--- src/sv/nclc_pkg.sv ---
// Package for the nearest colour line locator.
// Types, opcode and colour codes, reset targets. No dependencies.
package nclc_pkg;
    localparam logic OP_LOAD     = 1'b0;
    localparam logic OP_CLASSIFY = 1'b1;

    localparam logic [1:0] COL_RED    = 2'd0;
    localparam logic [1:0] COL_BLUE   = 2'd1;
    localparam logic [1:0] COL_YELLOW = 2'd2;
    localparam logic [1:0] COL_WHITE  = 2'd3;

    localparam int unsigned SUM_MAX   = 255;
    localparam int unsigned COUNT_MAX = 31;

    typedef struct packed {
        logic        operation;
        logic [3:0]  sensor_index;
        logic [1:0]  target_colour;
        logic [11:0] red_level;
        logic [11:0] green_level;
        logic [11:0] blue_level;
        logic        last_sensor;
    } t_in_beat;

    typedef struct packed {
        logic [1:0] colour_class;
        logic       frame_end;
        logic       line_found;
        logic [4:0] line_position;
    } t_out_beat;

    typedef enum logic [2:0] {
        S_IDLE,
        S_READ,
        S_SQR,
        S_ROOT,
        S_DIV,
        S_OUT
    } t_back_state;

    // Reset target, channel 0 red, 1 green, 2 blue.
    function automatic logic [11:0] default_target(input logic [1:0] colour,
                                                   input logic [1:0] chan);
        logic [11:0] v;
        v = 12'd0;
        case ({colour, chan})
            4'b0000: v = 12'd1446;
            4'b0001: v = 12'd1152;
            4'b0010: v = 12'd1368;
            4'b0100: v = 12'd700;
            4'b0101: v = 12'd973;
            4'b0110: v = 12'd1200;
            4'b1000: v = 12'd1407;
            4'b1001: v = 12'd1806;
            4'b1010: v = 12'd881;
            4'b1100: v = 12'd1200;
            4'b1101: v = 12'd1200;
            4'b1110: v = 12'd1200;
            default: v = 12'd0;
        endcase
        return v;
    endfunction
endpackage

--- src/sv/nclc_if.sv ---
// Valid/ready channel interfaces for the colour locator.
// Depends on nclc_pkg.
interface nclc_in_if;
    logic              valid;
    logic              ready;
    nclc_pkg::t_in_beat payload;
    modport source (output valid, output payload, input ready);
    modport sink   (input valid, input payload, output ready);
endinterface

interface nclc_out_if;
    logic               valid;
    logic               ready;
    nclc_pkg::t_out_beat payload;
    modport source (output valid, output payload, input ready);
    modport sink   (input valid, input payload, output ready);
endinterface

--- src/sv/nclc_fifo.sv ---
// Two-entry beat queue between front and back parts.
// Depends on nclc_pkg.
module nclc_fifo (
    input  logic               i_clk,
    input  logic               i_rst_n,
    input  logic               i_push,
    input  nclc_pkg::t_in_beat i_data,
    output logic               o_full,
    input  logic               i_pop,
    output logic               o_empty,
    output nclc_pkg::t_in_beat o_data
);
    nclc_pkg::t_in_beat r_mem [2];
    logic               r_wp;
    logic               r_rp;
    logic [1:0]         r_cnt;

    assign o_full  = (r_cnt == 2'd2);
    assign o_empty = (r_cnt == 2'd0);
    assign o_data  = r_mem[r_rp];

    always_ff @(posedge i_clk) begin
        if (i_push) begin
            r_mem[r_wp] <= i_data;
        end
    end

    always_ff @(posedge i_clk) begin
        if (!i_rst_n) begin
            r_wp  <= 1'b0;
            r_rp  <= 1'b0;
            r_cnt <= 2'd0;
        end else begin
            if (i_push) begin
                r_wp <= ~r_wp;
            end
            if (i_pop) begin
                r_rp <= ~r_rp;
            end
            r_cnt <= r_cnt + {1'b0, i_push} - {1'b0, i_pop};
        end
    end
endmodule

--- src/sv/nclc_front.sv ---
// Front part: takes input beats, saturates the index, drops bad loads.
// Depends on nclc_pkg and nclc_if.
module nclc_front #(
    parameter int SENSOR_COUNT = 16
) (
    nclc_in_if.sink            in_ch,
    input  logic               i_full,
    output logic               o_push,
    output nclc_pkg::t_in_beat o_data
);
    localparam logic [4:0] SMAX = 5'(SENSOR_COUNT - 1);
    logic in_range;

    assign in_ch.ready = ~i_full;
    assign in_range    = ({1'b0, in_ch.payload.sensor_index} <= SMAX);

    always_comb begin
        o_data = in_ch.payload;
        if (!in_range) begin
            o_data.sensor_index = SMAX[3:0];
        end
        o_push = in_ch.valid & ~i_full &
                 (in_range | (in_ch.payload.operation == nclc_pkg::OP_CLASSIFY));
    end
endmodule

--- src/sv/nclc_back.sv ---
// Back part: target table, distances by iterative square root, line mean.
// Depends on nclc_pkg and nclc_if.
module nclc_back #(
    parameter int SENSOR_COUNT = 16,
    parameter int LEVEL_BITS   = 12
) (
    input  logic               i_clk,
    input  logic               i_rst_n,
    input  logic               i_empty,
    input  nclc_pkg::t_in_beat i_data,
    output logic               o_pop,
    nclc_out_if.source         out_ch
);
    localparam int RB = $clog2(SENSOR_COUNT * 4);
    localparam int SB = 2 * LEVEL_BITS + 2;
    localparam int HB = LEVEL_BITS + 1;
    localparam int KB = $clog2(HB);

    logic [3*LEVEL_BITS-1:0] r_tab [SENSOR_COUNT*4];
    logic [SENSOR_COUNT*4-1:0] r_vld;
    logic [3*LEVEL_BITS-1:0] r_ent;
    logic                    r_ent_v;

    nclc_pkg::t_back_state r_st, n_st;
    logic [1:0]      r_col, n_col;
    logic [1:0]      r_best, n_best;
    logic [HB-1:0]   r_bestd, n_bestd;
    logic [SB-1:0]   r_rem, n_rem;
    logic [HB-1:0]   r_root, n_root;
    logic [KB-1:0]   r_k, n_k;
    logic [7:0]      r_sum, n_sum;
    logic [4:0]      r_cnt, n_cnt;
    logic [7:0]      r_num, n_num;
    logic [4:0]      r_q, n_q;
    logic [2:0]      r_qk, n_qk;
    logic            r_ovld, n_ovld;
    nclc_pkg::t_out_beat r_out, n_out;

    logic [RB-1:0]         rd_addr;
    logic [LEVEL_BITS-1:0] cr, cg, cb, tr, tg, tb;
    logic [LEVEL_BITS-1:0] dr, dg, db;
    logic [SB-1:0]         sq;
    logic [SB-1:0]         trial;
    logic [HB:0]           rt1;
    logic [9:0]            dsub;
    logic [8:0]            nsum;
    logic                  load_wr;

    assign cr = LEVEL_BITS'(i_data.red_level);
    assign cg = LEVEL_BITS'(i_data.green_level);
    assign cb = LEVEL_BITS'(i_data.blue_level);
    assign rd_addr = RB'({i_data.sensor_index, r_col});
    assign load_wr = (r_st == nclc_pkg::S_IDLE) & ~i_empty &
                     (i_data.operation == nclc_pkg::OP_LOAD);

    always_ff @(posedge i_clk) begin
        if (load_wr) begin
            r_tab[RB'({i_data.sensor_index, i_data.target_colour})] <= {cr, cg, cb};
        end
        r_ent   <= r_tab[rd_addr];
        r_ent_v <= r_vld[rd_addr];
    end

    always_comb begin
        tr = r_ent_v ? r_ent[3*LEVEL_BITS-1:2*LEVEL_BITS]
                     : LEVEL_BITS'(nclc_pkg::default_target(r_col, 2'd0));
        tg = r_ent_v ? r_ent[2*LEVEL_BITS-1:LEVEL_BITS]
                     : LEVEL_BITS'(nclc_pkg::default_target(r_col, 2'd1));
        tb = r_ent_v ? r_ent[LEVEL_BITS-1:0]
                     : LEVEL_BITS'(nclc_pkg::default_target(r_col, 2'd2));
        dr = (cr >= tr) ? cr - tr : tr - cr;
        dg = (cg >= tg) ? cg - tg : tg - cg;
        db = (cb >= tb) ? cb - tb : tb - cb;
        sq = (SB'(dr) * SB'(dr)) + (SB'(dg) * SB'(dg)) + (SB'(db) * SB'(db));
    end

    always_comb begin
        n_st    = r_st;
        n_col   = r_col;
        n_best  = r_best;
        n_bestd = r_bestd;
        n_rem   = r_rem;
        n_root  = r_root;
        n_k     = r_k;
        n_sum   = r_sum;
        n_cnt   = r_cnt;
        n_num   = r_num;
        n_q     = r_q;
        n_qk    = r_qk;
        n_ovld  = r_ovld;
        n_out   = r_out;
        o_pop   = 1'b0;
        trial   = '0;
        rt1     = '0;
        dsub    = '0;
        nsum    = '0;
        if (out_ch.ready) begin
            n_ovld = 1'b0;
        end
        case (r_st)
            nclc_pkg::S_IDLE: begin
                n_col = 2'd0;
                if (!i_empty) begin
                    if (i_data.operation == nclc_pkg::OP_LOAD) begin
                        o_pop = 1'b1;
                    end else begin
                        n_st = nclc_pkg::S_READ;
                    end
                end
            end
            nclc_pkg::S_READ: begin
                n_st = nclc_pkg::S_SQR;
            end
            nclc_pkg::S_SQR: begin
                n_rem  = sq;
                n_root = '0;
                n_k    = KB'(HB - 1);
                n_st   = nclc_pkg::S_ROOT;
            end
            nclc_pkg::S_ROOT: begin
                // one result bit per cycle, restoring method
                trial = SB'({r_root, 2'b01}) << (2 * r_k);
                rt1   = {r_root, 1'b0};
                if (r_rem >= trial) begin
                    n_rem  = r_rem - trial;
                    rt1[0] = 1'b1;
                end
                n_root = rt1[HB-1:0];
                n_k    = r_k - 1'b1;
                if (r_k == '0) begin
                    if (r_col == 2'd0 || rt1[HB-1:0] < r_bestd) begin
                        n_bestd = rt1[HB-1:0];
                        n_best  = r_col;
                    end
                    if (r_col == 2'd3) begin
                        n_st = nclc_pkg::S_DIV;
                        if ((r_col == 2'd0 || rt1[HB-1:0] < r_bestd) ||
                            r_best == nclc_pkg::COL_WHITE) begin
                            nsum  = {1'b0, r_sum} + {4'd0, i_data.sensor_index, 1'b0};
                            n_sum = nsum[8] ? 8'(nclc_pkg::SUM_MAX) : nsum[7:0];
                            if (r_cnt != 5'(nclc_pkg::COUNT_MAX)) begin
                                n_cnt = r_cnt + 5'd1;
                            end
                        end
                        n_num = n_sum;
                        n_q   = '0;
                        n_qk  = 3'd4;
                    end else begin
                        n_col = r_col + 2'd1;
                        n_st  = nclc_pkg::S_READ;
                    end
                end
            end
            nclc_pkg::S_DIV: begin
                // restoring divide, quotient fits five bits
                dsub = {2'b0, r_num} - ({5'd0, r_cnt} << r_qk);
                rt1  = '0;
                if (!dsub[9] && r_cnt != '0) begin
                    n_num = dsub[7:0];
                    n_q   = r_q | (5'd1 << r_qk);
                end
                n_qk = r_qk - 3'd1;
                if (r_qk == 3'd0 || !i_data.last_sensor) begin
                    n_st = nclc_pkg::S_OUT;
                end
            end
            nclc_pkg::S_OUT: begin
                if (!r_ovld || out_ch.ready) begin
                    n_ovld = 1'b1;
                    n_out.colour_class = r_best;
                    n_out.frame_end    = i_data.last_sensor;
                    n_out.line_found   = i_data.last_sensor & (r_cnt != '0);
                    n_out.line_position = n_out.line_found ? r_q : 5'd0;
                    if (i_data.last_sensor) begin
                        n_sum = '0;
                        n_cnt = '0;
                    end
                    o_pop = 1'b1;
                    n_st  = nclc_pkg::S_IDLE;
                end
            end
            default: n_st = nclc_pkg::S_IDLE;
        endcase
    end

    always_ff @(posedge i_clk) begin
        if (!i_rst_n) begin
            r_st   <= nclc_pkg::S_IDLE;
            r_vld  <= '0;
            r_sum  <= '0;
            r_cnt  <= '0;
            r_ovld <= 1'b0;
        end else begin
            r_st   <= n_st;
            r_sum  <= n_sum;
            r_cnt  <= n_cnt;
            r_ovld <= n_ovld;
            if (load_wr) begin
                r_vld[RB'({i_data.sensor_index, i_data.target_colour})] <= 1'b1;
            end
        end
    end

    always_ff @(posedge i_clk) begin
        r_col   <= n_col;
        r_best  <= n_best;
        r_bestd <= n_bestd;
        r_rem   <= n_rem;
        r_root  <= n_root;
        r_k     <= n_k;
        r_num   <= n_num;
        r_q     <= n_q;
        r_qk    <= n_qk;
        r_out   <= n_out;
    end

    assign out_ch.valid   = r_ovld;
    assign out_ch.payload = r_out;
endmodule

--- src/sv/nearest_colour_line_locator.sv ---
// Top level of the nearest colour line locator.
// Depends on nclc_pkg, nclc_if, nclc_front, nclc_fifo, nclc_back.
//
// Usage:
//   in_ch carries load and classify beats; out_ch carries one result beat
//   per classify beat and none per load beat.
//   A load beat retires in the idle state of the back part. A classify beat
//   passes through table read and square root work for the four targets in
//   turn (one root bit per cycle, one shared root unit), then line mean
//   division, cut short unless the beat is a frame's last, and finally the
//   output state that presents the result beat.
//   A two-beat queue lets the front keep accepting while the back works.
//   Synchronous active-low reset restores the default targets of every
//   sensor (per-entry valid bits), clears the line sum and count, and
//   empties the queue and output register.
//   When the receiver stalls the result register holds and the back part
//   waits; the queue then fills and in_ch.ready drops.
module nearest_colour_line_locator #(
    parameter int SENSOR_COUNT = 16,
    parameter int LEVEL_BITS   = 12
) (
    input  logic        i_clk,
    input  logic        i_rst_n,
    nclc_in_if.sink     in_ch,
    nclc_out_if.source  out_ch
);
    logic               push, full, pop, empty;
    nclc_pkg::t_in_beat fdata, qdata;

    nclc_front #(.SENSOR_COUNT(SENSOR_COUNT)) u_front (
        .in_ch  (in_ch),
        .i_full (full),
        .o_push (push),
        .o_data (fdata)
    );

    nclc_fifo u_fifo (
        .i_clk   (i_clk),
        .i_rst_n (i_rst_n),
        .i_push  (push),
        .i_data  (fdata),
        .o_full  (full),
        .i_pop   (pop),
        .o_empty (empty),
        .o_data  (qdata)
    );

    nclc_back #(.SENSOR_COUNT(SENSOR_COUNT), .LEVEL_BITS(LEVEL_BITS)) u_back (
        .i_clk   (i_clk),
        .i_rst_n (i_rst_n),
        .i_empty (empty),
        .i_data  (qdata),
        .o_pop   (pop),
        .out_ch  (out_ch)
    );

`ifndef NO_ASSERTIONS
    a_pop_nonempty: assert property (@(posedge i_clk) disable iff (!i_rst_n)
        pop |-> !empty) else $error("pop from empty queue");
    a_pos_only_found: assert property (@(posedge i_clk) disable iff (!i_rst_n)
        out_ch.valid && !out_ch.payload.line_found |-> out_ch.payload.line_position == 5'd0)
        else $error("position without line");
    a_found_only_end: assert property (@(posedge i_clk) disable iff (!i_rst_n)
        out_ch.valid && out_ch.payload.line_found |-> out_ch.payload.frame_end)
        else $error("line found outside frame end");
`endif
endmodule

--- src/flat_wrapper.sv ---
// flat-port wrapper written by rule: the top's interface ports become plain ports
module nearest_colour_line_locator_flat 
#(
    parameter int SENSOR_COUNT = 16,
    parameter int LEVEL_BITS   = 12
)
  (i_clk, i_rst_n, in_ch_valid, in_ch_payload, in_ch_ready, out_ch_valid, out_ch_payload, out_ch_ready);
  nclc_in_if in_ch_i ();
  nclc_out_if out_ch_i ();
  input  logic i_clk;
  input  logic i_rst_n;
  input wire logic [$bits(in_ch_i.valid)-1:0] in_ch_valid;
  input wire logic [$bits(in_ch_i.payload)-1:0] in_ch_payload;
  output wire logic [$bits(in_ch_i.ready)-1:0] in_ch_ready;
  output wire logic [$bits(out_ch_i.valid)-1:0] out_ch_valid;
  output wire logic [$bits(out_ch_i.payload)-1:0] out_ch_payload;
  input wire logic [$bits(out_ch_i.ready)-1:0] out_ch_ready;
  assign in_ch_i.valid = in_ch_valid;
  assign in_ch_i.payload = in_ch_payload;
  assign in_ch_ready = in_ch_i.ready;
  assign out_ch_valid = out_ch_i.valid;
  assign out_ch_payload = out_ch_i.payload;
  assign out_ch_i.ready = out_ch_ready;
  nearest_colour_line_locator #(.SENSOR_COUNT(SENSOR_COUNT), .LEVEL_BITS(LEVEL_BITS)) u_core (.i_clk(i_clk), .i_rst_n(i_rst_n), .in_ch(in_ch_i), .out_ch(out_ch_i));
endmodule
--- config.mk ---
export PLATFORM = sky130hd
export DESIGN_NAME = nearest_colour_line_locator_flat
export DESIGN_NICKNAME = d
export VERILOG_FILES = /design/src/sv/nclc_pkg.sv /design/src/sv/nclc_if.sv /design/src/sv/nclc_fifo.sv /design/src/sv/nclc_front.sv /design/src/sv/nclc_back.sv /design/src/sv/nearest_colour_line_locator.sv /design/src/flat_wrapper.sv
export SDC_FILE = /design/constraint.sdc
export NUM_CORES = 2
export LEC_CHECK = 0
export ABC_AREA = 1
export BUFFER_PORTS_ARGS = -buffer_cell sky130_fd_sc_hd__buf_2
export CAP_MARGIN = 30
export CORE_ASPECT_RATIO = 0.9
export CORE_UTILIZATION = 29
export DETAILED_ROUTE_END_ITERATION = 16
export PLACE_DENSITY = 0.45
export SKIP_LAST_GASP = 1
export SLEW_MARGIN = 25
export SYNTH_ARGS = -nofsm -noshare
export SYNTH_HDL_FRONTEND = slang
export SYNTH_SLANG_ARGS = --single-unit
--- constraint.sdc ---
create_clock -name i_clk -period 14.2 [get_ports i_clk]
set_clock_uncertainty 0.05 [all_clocks]
set_input_delay 2.84 -clock i_clk [delete_from_list [all_inputs] [get_ports i_clk]]
set_output_delay 2.84 -clock i_clk [all_outputs]
set_load 0.03 [all_outputs]
-- Word-level counts from Yosys, hierarchy flattened
Memory sizes are Yosys's and may differ from the RTL's. A register that Yosys moved wholly into a read port is not among the register bits.
Index checks and enable logic that the tools add are counted.
- register bits after elaboration: 171
- memory bits (writable): 2392
- memories: 2
- add/subtract/negate cells: 17
- multiply operators: 3
- magnitude comparators: 8
- eq/ne operators: 23
- shift operators: 3
- mux-type cells: 65
- bitwise gates (word level): 11
- reductions and logical operators: 29
- memories (name ; words ; width ; read ports ; clocked after memory_dff ; write ports ; RTL line ; RTL):
    u_core.u_back.r_tab ; 64 ; 36 ; 1 ; 1 ; 1 ; nclc_back.sv:19 ; logic [3*LEVEL_BITS-1:0] r_tab [SENSOR_COUNT*4];
    u_core.u_fifo.r_mem ; 2 ; 44 ; 1 ; 1 ; 1 ; nclc_fifo.sv:13 ; nclc_pkg::t_in_beat r_mem [2];
- operator list (kind ; number):
    12-bit one-hot mux with 4 select lines ; 2
    12-bit by 12-bit multiplier with 24-bit output ; 3
    12-bit 2-to-1 mux ; 6
    12-bit subtractor ; 6
    64-bit bitwise OR ; 1
    8-bit 2-to-1 mux ; 7
    26-bit one-hot mux with 2 select lines ; 1
    5-bit 2-to-1 mux ; 9
    12-bit greater-or-equal comparator ; 3
    12-bit one-hot mux with 3 select lines ; 1
    8-bit one-hot mux with 2 select lines ; 2
    25-bit by 24-bit adder with 26-bit output ; 1
    26-bit greater-or-equal comparator ; 1
    26-bit 2-to-1 mux ; 1
    13-bit one-hot mux with 2 select lines ; 1
    15-bit by 5-bit left shift with 26-bit output ; 1
    26-bit subtractor ; 1
    24-bit by 24-bit adder with 25-bit output ; 1
    3-bit 2-to-1 mux ; 8
    2-bit != test (second input constant) ; 12
    5-bit one-hot mux with 2 select lines ; 2
    3-bit one-hot mux with 6 select lines ; 1
    1-bit 2-to-1 mux ; 16
    6-bit by 7-bit < comparator with 1-bit output (second input constant) ; 2
    42 further kinds ; 70

-- Depth between registers and ports, before layout
- depth in word-level cells: 11
- mapped depth: 54

-- By module
Synthesis repeated with hierarchy kept, for this count alone.
- cells, all modules: 9822
- area total of the unflattened synthesis: 119484.6 um2
- modules (own cells, without submodules) (module ; instances ; cells an instance ; area each (um2)):
    nclc_back ; 1 ; 9605 ; 115535.8
    nclc_fifo ; 1 ; 170 ; 3604.7
    nclc_front ; 1 ; 47 ; 344.1

-- Worst setup path after synthesis
OpenSTA, ideal clock, no wires.
- path kind: register -> register
- start point: register with a tool-made name
- end point: register u_core.u_back.r_rem[21] (data pin)
- library setup time: 0.256 ns
- arrival: 10.909 ns
- slack: 2.985 ns
- cell stages (with the launch flop): 37
- path through: dfxtp_1 > buf_4 > buf_2 > clkbuf_1 > o21ai_0 > inv_1 > ha_1 > fa_1 > o21ai_1 > nand3_1 > nand3_1 > buf_2 > o21ai_0 > nand2_1 > nor2_1 > fa_1 > inv_1 > fa_1 > inv_1 > fa_1 > fa_1 > fa_1 > fa_1 > fa_1 > inv_1 > fa_1 > inv_1 > ha_1 > inv_1 > nor3_1 > a21oi_1 > o21ai_1 > a21oi_1 > o31ai_1 > a21oi_1 > o21ai_0 > nand2_1
- RTL lines (item ; RTL line ; RTL):
    end signal: assignment ; nclc_back.sv:208 ; r_rem <= n_rem;
    end: declaration ; nclc_back.sv:28 ; logic [SB-1:0] r_rem, n_rem;

-- Worst setup path after layout
- start point: register u_core.u_back.r_ent_v
- end point: register u_core.u_back.r_rem[20] (data pin)
- longest elaborated chain between the ends: 7
- ends and longest elaborated chain (item ; RTL line ; RTL):
    start: declaration ; nclc_back.sv:22 ; logic r_ent_v;
    start signal: assignment ; nclc_back.sv:61 ; r_ent_v <= r_vld[rd_addr];
    12-bit 2-to-1 mux, on equally long branches ; nclc_back.sv:65, nclc_back.sv:67 ;
    12-bit subtractor, or another cell as far along ; nclc_back.sv:71 ; dr = (cr >= tr) ? cr - tr : tr - cr;
    12-bit 2-to-1 mux, on equally long branches ; nclc_back.sv:71, nclc_back.sv:72 ;
    12-bit by 12-bit multiplier with 24-bit output ; nclc_back.sv:74 ; sq = (SB'(dr) * SB'(dr)) + (SB'(dg) * SB'(dg)) + (SB'(db) * SB'(db));
    24-bit by 24-bit adder with 25-bit output ; nclc_back.sv:74 ;
    25-bit by 24-bit adder with 26-bit output * ; nclc_back.sv:74 ;
    26-bit one-hot mux with 2 select lines * ; nclc_back.sv:100 ; case (r_st)
    named net u_core.u_back.n_rem[20] ; nclc_back.sv:28 ;
Mark *: on every way through the listed nets, which the timed path passes. The rest lies on a longest branch.
A chain may end at the register's enable or synchronous reset.

==> reports/results.tsv <==
metric	value	unit
stdcell_area	0.135	mm2
path_common_cell	fa_1	
start_kind	flop	
antenna_found_initial	22	
end_kind	flop	
hp-class	reg -> reg	
synth_cell_types	70	
maxCapViolCount	0	
post-route-min-period	11450	ps
yosysWarnings	0	
timing.fmax	87.4	MHz
grt_max_degree	158	
worstSetupPathType	reg -> reg	
seqCellArea	0.0768	mm2
drc_errors	0	
first_iter_violations	7825	
insertion_delay	920	ps
num_vias	79800	
core-area	0.407	mm2
rsz0062_at_grt	false	
wl_per_cell	26.0	um
synth_area	0.119	mm2
avgSynthCellArea	11.9	um2
cp_max_fo	28	
clk_path_buf_depth	4	
die_h	610	um
arrival	12040	ps
status	complete, no violations	
synth_edf_count	2477	
wirelength	406000	um
place_congestion	0.854	
fillers	40100	
required	14790	ps
viasPerCell	5.11	
die_x	678	um
area_growth	13.7	%
cts_tree	yes	
core.rowCount	222	
syn_inst	9984	
ant_nets	0	
ios	59	
cpPeakStageDelay	670	ps
dp_hpwl	240000	um
grt_pass1_wl	576000	um
die_area	0.413	mm2
post-route-period-util	80.6	%
start_util	29.2	%
finalHoldViolCount	0	
cpMaxStageDelayCell	fa_1	
ys_seq_area_share	64.5	%
gr-total-overflow	0	
multiInputGateArea	0.0372	mm2
synth_top_area_share	62.5	%
ys_seq_elements	2600	
post-cts-setup-buffer-count	0	
drt_first_pass_iters	5	
synth_area_leaders	edfxtp_1, o21ai_0, nor2_1	
async_flop_share	0	%
finalNetCount	10700	
clk_transition_reported_paths	60	ps
yosys.area.top_type	edfxtp_1	
numCtsBuffers	294	
cts_root_buf	clkbuf_16	
cts_hold_buf	0	
placement.io_buffers	58	
setup-violations-final	0	
grt_pass1_vias	78400	
drive_above_1_share	8.85	%
syn_nets	10700	
htree_levels	5	
cts.sinks	2600	
track_usage	19.0	%
utilization	33.2	%
tns	0	ps
max_slew_margin	30.2	%
worst_pin_slew	1050	ps
synthFlopType	edfxtp_1	
cts-resized-gates	0	
placed_area	0.126	mm2
drv_slew	0	
==> stage by stage <==
| step | instances | hold WS [ps] | worst slack [ps] |
|---|---|---|---|
| detailed placement | 15100 | 402 | 2910 |
| floorplan | 9984 | 376 | 2990 |
| global placement | 15100 | 387 | 2790 |
| finish | 15600 | 416 | 2750 |
| global route | 15600 | 436 | 2060 |
| CTS | 15600 | 418 | 2890 |
==> flip-flops by register name, indices dropped and copies added, names as in the netlist, 2 cells and up, named ones only <==
signal,count
u_core.u_back.out_ch.payload,9
u_core.u_back.r_q,5
u_core.u_back.r_num,8
u_core.u_back.r_ent,36
u_core.u_back.r_sum,8
u_core.u_back.r_cnt,5
u_core.u_back.r_col,2
u_core.u_fifo.r_cnt,2
u_core.u_fifo.r_mem,88
u_core.u_back.r_qk,3
u_core.u_back.r_k,4
u_core.u_back.r_best,2
u_core.u_back.r_rem,26
u_core.u_back.r_bestd,13
u_core.u_back.r_root,13
u_core.u_back.r_vld,64
u_core.u_back.r_tab,2304
u_core.u_back.r_st,3
==> worst max-delay path: cells and delay by family (launching register included) <==
kind | cells | cell delay [ps]
adder cells (fa/ha/maj) | 11 | 5160
buffers and inverters | 11 | 2050
AO/OA/AOI/OAI | 11 | 2050
AND/OR/NAND/NOR | 6 | 1540
flip-flops | 1 | 310
==> metal layers <==
| metal | track usage [%] | vias up | part of all wire, % |
|---|---|---|---|
| met1 | 28.0 | 41100 | 47 |
| met5 | 0 | - | 0.0084 |
| met2 | 29.7 | 2606 | 45 |
| met3 | 2.45 | 457 | 6.2 |
| li1 | - | 35600 | - |
| met4 | 4.50 | 6 | 2.5 |
==> final cells by class <==
| type | instances | share of cell area, % |
|---|---|---|
| clock inverter | 150 | 0.965 |
| clock buffer | 376 | 5.93 |
| sequential | 2600 | 56.7 |
| tap | 5376 | 4.97 |
| multi-input combinational | 6010 | 27.5 |
| timing repair buffer | 276 | 1.62 |
| antenna | 8 | 0.0148 |
| inverter | 812 | 2.27 |
==> kinds of logic after synthesis <==
| kind of cell | synth area share (%) |
|---|---|
| AOI/OAI and AO/OA | 12.1 |
| muxes | 0.0420 |
| buffers and inverters | 4.67 |
| DFF | 64.5 |
| adders and majority gates | 8.65 |
| xor gates and xnor gates | 0.726 |
| and+or+nand+nor | 9.25 |
==> placed cells by master, fill, tap and decap left out, types with 122 or more instances in the layout <==
master / instances
nor2_1: 1723
inv_1: 750
ha_1: 297
edfxtp_1: 2477
buf_4: 196
dfxtp_1: 122
o22ai_1: 402
o221ai_1: 237
a21oi_1: 259
nand2_1: 646
clkbuf_16: 305
fa_1: 329
o21ai_0: 1453
nand3_1: 172
==> Yosys cell counts, types with 43 or more instances <==
library cell  number
o22ai_1          402
a21oi_1          260
o221ai_1         237
nand3_1          172
inv_1            785
xor2_1            75
nor2_1          1790
dfxtp_1          123
fa_1             329
edfxtp_1        2477
buf_2            197
clkbuf_1         312
nand2_1          649
or2_2             43
ha_1             297
o21ai_0         1457
==> worst paths after layout <==
path	startpoint	to	slack [ps]	cells after the start
worst max-delay path	u_core.u_back.r_ent_v	u_core.u_back.r_rem[20]	2750	39
worst min-delay path	u_core.u_back.r_vld[50]	u_core.u_back.r_vld[50]	420	2
worst max register to register	u_core.u_back.r_ent_v	u_core.u_back.r_rem[20]	2750	39
worst min register to register	u_core.u_back.r_vld[50]	u_core.u_back.r_vld[50]	420	2
Power is left out: the tool's default activity adds up to more than one toggle a clock period on the data nets, which glitch-free logic cannot reach.
